--- src/rtl/pfba_pkg.sv ---
`timescale 1ns / 1ps
package pfba_pkg;

  localparam int unsigned NUM_FRAMES_DEF  = 65536;
  localparam int unsigned FRAME_BYTES_DEF = 4096;
  localparam int unsigned WORD_BITS       = 32;
  localparam int unsigned WORD_LG         = 5;
  localparam int unsigned CMD_W           = 3;
  localparam int unsigned CNT_W           = 17;
  localparam int unsigned TOT_W           = 17;
  localparam int unsigned ADDR_W          = 32;

  localparam logic [CNT_W-1:0] COUNT_MAX = '1;

  localparam logic [CMD_W-1:0] CMD_ALLOC   = 3'd0;
  localparam logic [CMD_W-1:0] CMD_FREE    = 3'd1;
  localparam logic [CMD_W-1:0] CMD_RESERVE = 3'd2;
  localparam logic [CMD_W-1:0] CMD_RELEASE = 3'd3;
  localparam logic [CMD_W-1:0] CMD_RECOUNT = 3'd4;

  typedef enum logic [3:0] {
    OP_NONE,
    OP_CLEAR,
    OP_LOAD,
    OP_SETUP,
    OP_MOD_INIT,
    OP_MOD_STEP,
    OP_READ,
    OP_EXEC,
    OP_WRAP,
    OP_FIN,
    OP_RESULT
  } dp_op_t;

  typedef struct packed {
    logic [CMD_W-1:0] cmd;
    logic             go;
    logic             clr_last;
    logic             mod_last;
    logic             last_word;
    logic             hit;
    logic             start_zero;
    logic             out_busy;
  } dp_stat_t;

  function automatic logic [WORD_BITS-1:0] range_mask(input logic [WORD_LG-1:0] lo,
                                                       input logic [WORD_LG-1:0] hi);
    logic [WORD_BITS-1:0] a;
    logic [WORD_BITS-1:0] b;
    a = {WORD_BITS{1'b1}} << lo;
    b = {WORD_BITS{1'b1}} >> (5'd31 - hi);
    return a & b;
  endfunction

  function automatic logic [WORD_LG-1:0] low_index(input logic [WORD_BITS-1:0] v);
    logic [WORD_LG-1:0] idx;
    idx = '0;
    for (int i = WORD_BITS - 1; i >= 0; i--) begin
      if (v[i]) idx = WORD_LG'(i);
    end
    return idx;
  endfunction

  function automatic logic [WORD_LG:0] ones_count(input logic [WORD_BITS-1:0] v);
    logic [WORD_LG:0] n;
    n = '0;
    for (int i = 0; i < WORD_BITS; i++) begin
      n = n + {{WORD_LG{1'b0}}, v[i]};
    end
    return n;
  endfunction

endpackage

--- src/rtl/pfba_ctrl.sv ---
`timescale 1ns / 1ps
module pfba_ctrl (
  input  logic               clk,
  input  logic               rst,
  input  logic               in_valid,
  output logic               in_ready,
  input  pfba_pkg::dp_stat_t stat,
  output pfba_pkg::dp_op_t   op
);
  import pfba_pkg::*;

  typedef enum logic [3:0] {
    S_CLEAR,
    S_IDLE,
    S_SETUP,
    S_MOD,
    S_ASETUP,
    S_READ,
    S_EXEC,
    S_WRAP,
    S_FIN,
    S_RESULT
  } state_t;

  state_t state;
  state_t state_next;
  logic   phase;

  assign in_ready = (state == S_IDLE) && !stat.out_busy;

  always_comb begin
    op         = OP_NONE;
    state_next = state;
    case (state)
      S_CLEAR: begin
        op = OP_CLEAR;
        if (stat.clr_last) state_next = S_IDLE;
      end
      S_IDLE: begin
        if (in_valid && in_ready) begin
          op         = OP_LOAD;
          state_next = S_SETUP;
        end
      end
      S_SETUP: begin
        if (!stat.go) begin
          state_next = (stat.cmd == CMD_RECOUNT) ? S_FIN : S_RESULT;
        end else if (stat.cmd == CMD_ALLOC) begin
          op         = OP_MOD_INIT;
          state_next = S_MOD;
        end else begin
          op         = OP_SETUP;
          state_next = S_READ;
        end
      end
      S_MOD: begin
        op = OP_MOD_STEP;
        if (stat.mod_last) state_next = S_ASETUP;
      end
      S_ASETUP: begin
        op         = OP_SETUP;
        state_next = S_READ;
      end
      S_READ: begin
        op         = OP_READ;
        state_next = S_EXEC;
      end
      S_EXEC: begin
        op = OP_EXEC;
        case (stat.cmd)
          CMD_ALLOC: begin
            if (stat.hit) state_next = S_RESULT;
            else if (stat.last_word)
              state_next = (phase || stat.start_zero) ? S_RESULT : S_WRAP;
            else state_next = S_READ;
          end
          CMD_RESERVE, CMD_RELEASE: state_next = stat.last_word ? S_RESULT : S_READ;
          CMD_RECOUNT: state_next = stat.last_word ? S_FIN : S_READ;
          default: state_next = S_RESULT;
        endcase
      end
      S_WRAP: begin
        op         = OP_WRAP;
        state_next = S_READ;
      end
      S_FIN: begin
        op         = OP_FIN;
        state_next = S_RESULT;
      end
      S_RESULT: begin
        op         = OP_RESULT;
        state_next = S_IDLE;
      end
      default: state_next = S_IDLE;
    endcase
  end

  always_ff @(posedge clk) begin
    if (rst) begin
      state <= S_CLEAR;
      phase <= 1'b0;
    end else begin
      state <= state_next;
      if (op == OP_LOAD) phase <= 1'b0;
      else if (op == OP_WRAP) phase <= 1'b1;
    end
  end

endmodule

--- config.mk ---
export PLATFORM = sky130hd
export DESIGN_NAME = pfba_ctrl
export DESIGN_NICKNAME = d
export VERILOG_FILES = /design/src/rtl/pfba_pkg.sv /design/src/rtl/pfba_ctrl.sv
export SDC_FILE = /design/constraint.sdc
export NUM_CORES = 1
export LEC_CHECK = 0
export ABC_AREA = 1
export BUFFER_PORTS_ARGS = -buffer_cell sky130_fd_sc_hd__clkbuf_2
export CAP_MARGIN = 20
export CORE_AREA = 2 2 39 41
export CTS_CLUSTER_DIAMETER = 120
export DETAILED_ROUTE_END_ITERATION = 8
export DIE_AREA = 0 0 41 43
export PLACE_DENSITY = 0.63
export SLEW_MARGIN = 10
export SYNTH_ARGS = -nofsm -noshare
export SYNTH_HDL_FRONTEND = slang
export SYNTH_SLANG_ARGS = --single-unit
--- constraint.sdc ---
create_clock -name clk -period 2.1 [get_ports clk]
set_clock_uncertainty 0.1 [all_clocks]
set_input_delay 0 -clock clk [delete_from_list [all_inputs] [get_ports clk]]
set_output_delay 0 -clock clk [all_outputs]
set_load 0.02 [all_outputs]
==> impl_metrics.tcl, run 1 <==
set metrics [dict create \
    synthesis.nets 109 \
    crit_top_cell "nand2_1" \
    drive_above_1_share_pct 25.0 \
    outcome "finished clean" \
    switching_share_pct 35.6 \
    die_h_um 43 \
    fin_nets 134 \
    place_hpwl_um 1100 \
    antenna_found_initial 0 \
    grt_pass1_wl_um 2440 \
    grt.overflow.total 0 \
    crit_slowest_cell "dlygate4sd3_1" \
    row_count 14 \
    grt-busiest-layer "met2" \
    holdBufCountCts 3 \
    cp_slowest_stage_delay_ns 0.54 \
    p_leak_uw 0.000382 \
    place_congestion 0.844 \
    hold_slack_ns 0.0549 \
    clk_pin_slew_ns 0.04 \
    grtUsageMet3_pct 6.81 \
    grt_max_degree 7 \
    path_buf_inv 1 \
    p_seq_share_pct 31.5 \
    synth-simple-area-share_pct 53.8 \
    synthAdderAreaFrac_pct 0 \
    min_period_ns 1.86 \
    initial_core_util_pct 36.4 \
    drc 0 \
    n_fill_cell 143 \
    die_x_um 41 \
    firstDrtPassIters 4 \
    slew_headroom_pct 77.5 \
    finalMaxSlewViolations 0 \
    switchingPower_uw 122 \
    clock-root-buffer "clkbuf_4" \
    post-route-util_pct 48.1 \
    clock_sinks 5 \
    rsz0062_at_grt "no" \
    p_comb_share_pct 37.0 \
    worstPathCellList "nor2_1 -> nand2_1 -> a21oi_2 -> nor2_2 -> nand2_1 -> a21oi_1 -> dlygate4sd3_1" \
    fmax_ghz 0.539 \
    seq_area_frac_synth_pct 19.9 \
    use_met2_pct 29.1 \
    viasPerCell 4.72 \
    avgRoutedWirePerCell_um 9.96 \
    power.share.clock_pct 31.5 \
    synth_compound_area_share_pct 13.6 \
    die_area_um2 1760 \
    ioPinCount 18 \
    peakVddDrop_mv 0.401 \
    area_growth_syn_to_layout_pct 32.0 \
    cts_setup_buffers 0 \
    diodes 0 \
    cts_max_path_buffers 2 \
    routed_wl_um 1360 \
    hp-class "primary input to flip-flop" \
    synth_top_family_by_area "simple AND/OR/NAND/NOR gates" \
    cts.htree.levels 1 \
    worstSetupStartpointType "flip-flop" \
    p_total_uw 341 \
    crit_type "flip-flop to flip-flop" \
    cp.required_ns 2.12 \
    syn-instance-count 96 \
    tightestPinTransition_ns 0.336 \
    design_area_um2 666 \
    track_usage_pct 19.7 \
    finalSetupViolations 0 \
    synth_xor_area_share_pct 0 \
    intPower_uw 220 \
    cpLargestDelayFamily "simple AND/OR/NAND/NOR gates" \
    clk_latency_ns 0.24 \
    path_max_fanout 5 \
    final_antenna_net_count 0 \
    drv_cap 0 \
    ctsResizeCount 0 \
    synthesis.area_um2 504 \
    place_area_um2 609 \
    endpoint_kind "flip-flop" \
    detail_route.iter0.violations 11 \
    synth_area_per_cell_um2 5.25 \
    synth_mux_area_share_pct 0 \
    period_share_pct 88.4 \
    cts_buffers 3 \
    synth.distinct_cells 16 \
    pwr_density_cell_nw_per_um2 513 \
    fin_setup_tns_ns 0 \
    first_global_vias 602 \
    cp.arrival_ns 1.88 \
    num_vias 642 \
    yosys_warnings 0 \
    postSynthRegisterBits 5 \
    cts_tree "done" \
    core_area_um2 1380 \
    hold_violations 0 \
    portBuffers 17 \
    grt_util_met1_pct 26.5 \
]
==> synth_stat cells, drive strengths merged <==
cell type,n,area (µm²)
o2111ai,1,8.76
inv,17,63.8
o21ai,6,30.0
nand2,29,114
nand3b,1,7.51
nand3,14,70.1
dfxtp,5,100
a21oi,4,23.8
nor2,17,73.8
a31oi,1,6.26
and2,1,6.26
==> state kept, by name (all words and copies together) (netlist names) <==
name,flops
phase,1
state,4
==> cells by family after synthesis <==
family / after synthesis
compound gates: 12
buf+inv: 17
flops: 5
simple gates: 62
==> per-stage QoR <==
stage / std cells / worst slack (ns)
detailed placement: 129 / 0.729
global placement: 129 / 0.722
floorplan: 96 / 0.691
finish: 136 / 0.244
CTS: 136 / 0.281
global route: 136 / 0.0720
==> per-layer routing <==
layer / part of all wire (%) / vias to the layer above
met4: 1.4 / 0
li1: - / 354
met1: 46 / 264
met5: 0 / -
met3: 5.5 / 2
met2: 47 / 22
==> layout by cell type (no fill, tap or decap) <==
| master | count |
|---|---|
| dlygate4sd3_1 | 3 |
| nand2_1 | 27 |
| inv_1 | 14 |
| dfxtp_1 | 5 |
| nand3b_1 | 1 |
| and2_1 | 1 |
| nor2_1 | 13 |
| o21ai_0 | 5 |
| inv_2 | 3 |
| clkbuf_4 | 3 |
| nor2_2 | 4 |
| nand3_1 | 14 |
| a21oi_1 | 3 |
| clkbuf_2 | 17 |
| nand2_2 | 2 |
| o2111ai_1 | 1 |
| clkbuf_1 | 1 |
| o21ai_1 | 1 |
| a31oi_1 | 1 |
| a21oi_2 | 1 |
==> path summary, 6_finish.rpt <==
kind	start	endpoint	slack [ns]	cells past startpoint
hold / removal	stat[5]	state[0]	0.05	5
hold reg to reg	phase	phase	0.35	2
setup / recovery	state[3]	state[1]	0.24	7
setup reg to reg	state[3]	state[1]	0.24	7
==> power groups by stage <==
stage / logic, µW / clock network, µW / registers [µW]
after floorplan: 82.7 / 0 / 108
after detailed placement: 119 / 0 / 109
final: 126 / 107 / 108
after CTS: 125 / 111 / 108
after global placement: 120 / 0 / 109
after global routing: 142 / 119 / 108
==> worst min-delay path, stage by stage <==
cell and delay (ns):
clkbuf_2 0.08, nor2_1 0.03, nand2_1 0.07, nand2_1 0.06, nor2_1 0.11
==> final cells by class <==
cell class	count	area, µm²	share of cell area, %
Clock buffer	4	26.3	3.95
Inverter	17	63.8	9.59
Multi-Input combinational cell	74	340	51.1
Sequential cell	5	100	15.0
Tap cell	16	20.0	3.01
Timing Repair Buffer	20	115	17.3
Note: power is estimated with default switching activity, not from simulation.
==> run 2, diff against run 1 <==
==> constraint.sdc (replaced) <==
create_clock -name clk -period 2.2 [get_ports clk]
set_clock_uncertainty 0.1 [all_clocks]
set_input_delay 0 -clock clk [delete_from_list [all_inputs] [get_ports clk]]
set_output_delay 0 -clock clk [all_outputs]
set_load 0.02 [all_outputs]
==> impl_metrics.tcl, run 2 (synthesis gave the netlist of run 1 again) <==
set metrics [dict create \
    endpoint_kind "flip-flop" \
    clock_sinks 5 \
    reg.largest.list "state: 4 flops, phase: 1 flops" \
    grt_pass1_wl_um 2350 \
    mostFrequentLayoutCell "nand2_1" \
    cts_max_path_buffers 2 \
    hp-class "primary input to flip-flop" \
    multiInputGateArea_um2 340 \
    clk_pin_slew_ns 0.04 \
    cts_buffers 3 \
    clk_latency_ns 0.24 \
    core_area_um2 1380 \
    viasPerCell 4.73 \
    worstSetupStartpointType "flip-flop" \
    antenna_found_initial 0 \
    path_max_fanout 5 \
    die_h_um 43 \
    final_cell_mix "27 x nand2_1, 17 x clkbuf_2, 14 x inv_1, 14 x nand3_1, 13 x nor2_1" \
    die_x_um 41 \
    cts.htree.levels 1 \
    slew_headroom_pct 77.3 \
    fin_nets 134 \
    hold_slack_ns 0.0437 \
    track_usage_pct 20.0 \
    num_vias 643 \
    diodes 0 \
    drv_cap 0 \
    fmax_ghz 0.542 \
    crit_type "flip-flop to flip-flop" \
    firstDrtPassIters 4 \
    avgRoutedWirePerCell_um 9.46 \
    first_global_vias 572 \
    fin_setup_tns_ns 0 \
    cp.required_ns 2.23 \
    n_fill_cell 147 \
    initial_core_util_pct 36.4 \
    area_growth_syn_to_layout_pct 32.0 \
    largest_register "state" \
    clock-root-buffer "clkbuf_4" \
    detail_route.iter0.violations 16 \
    place_hpwl_um 1090 \
    portBuffers 17 \
    hold_violations 0 \
    routed_wl_um 1290 \
    cts_tree "done" \
    row_count 14 \
    finalSetupViolations 0 \
    rsz0062_at_grt "no" \
    post-route-util_pct 48.1 \
    outcome "finished clean" \
    die_area_um2 1760 \
    ctsResizeCount 0 \
    p_total_uw 327 \
    drc 0 \
    pwr_density_cell_nw_per_um2 491 \
    place_congestion 0.845 \
    final_antenna_net_count 0 \
    ioPinCount 18 \
    min_period_ns 1.84 \
    largest_register_ffs 4 \
    period_share_pct 83.8 \
    tightestPinTransition_ns 0.340 \
    seqCellArea_um2 100 \
    cp.arrival_ns 1.87 \
    drive_above_1_share_pct 25.0 \
    p_leak_uw 0.000382 \
    finalMaxSlewViolations 0 \
    grt.overflow.total 0 \
    peakVddDrop_mv 0.300 \
    grt_max_degree 7 \
]
run 2: cell counts in the layout (fill, tap and decap cells not counted):
Identical to the previous run, type by type.
run 2: metal layers:
layer | GRT usage (%) | vias up | routed length [µm]
met5 | 0 | - | 0
met4 | 10.0 | 0 | 27
met3 | 7.85 | 4 | 83
met2 | 27.2 | 18 | 559
met1 | 26.5 | 270 | 616
li1 | - | 351 | -
run 2: power breakdown:
| part | internal, µW | switching [µW] |
|---|---|---|
| Sequential | 95.9 | 6.69 |
| Combinational | 45.7 | 73.8 |
| Clock | 68.5 | 36.4 |
run 2: final timing paths:
path	start	endpoint	slack, ns	depth (start not counted)
max	state[3]	state[1]	0.36	7
min reg2reg	phase	phase	0.35	2
max reg2reg	state[3]	state[1]	0.36	7
min	stat[5]	state[0]	0.04	5
run 2: area by class of cell:
type | instances | area share (%)
well taps | 16 | 3.01
inverters | 17 | 9.59
repair buffers | 20 | 17.3
multi-input cells | 74 | 51.1
clock buffers | 4 | 3.95
flip-flops and latches | 5 | 15.0
run 2: timing repair:
item	in CTS	in global routing
buffers inserted	0	0
endpoints found under the hold margin	5	0
hold buffers	3	0
setup endpoints to repair	0	0
run 2: critical path: stages (launching register included):
cell and delay [ns]:
dfxtp_1 0.33, nor2_1 0.30, nand2_1 0.13, a21oi_2 0.13, nor2_2 0.06, nand2_1 0.06
a21oi_1 0.06, dlygate4sd3_1 0.55
run 2: stage by stage:
step | area (µm²) | std cells | setup slack (ns)
floorplan | 504 | 96 | 0.791
global placement | 609 | 129 | 0.822
detailed placement | 609 | 129 | 0.810
CTS | 666 | 136 | 0.357
global route | 666 | 136 | 0.209
finish | 666 | 136 | 0.356
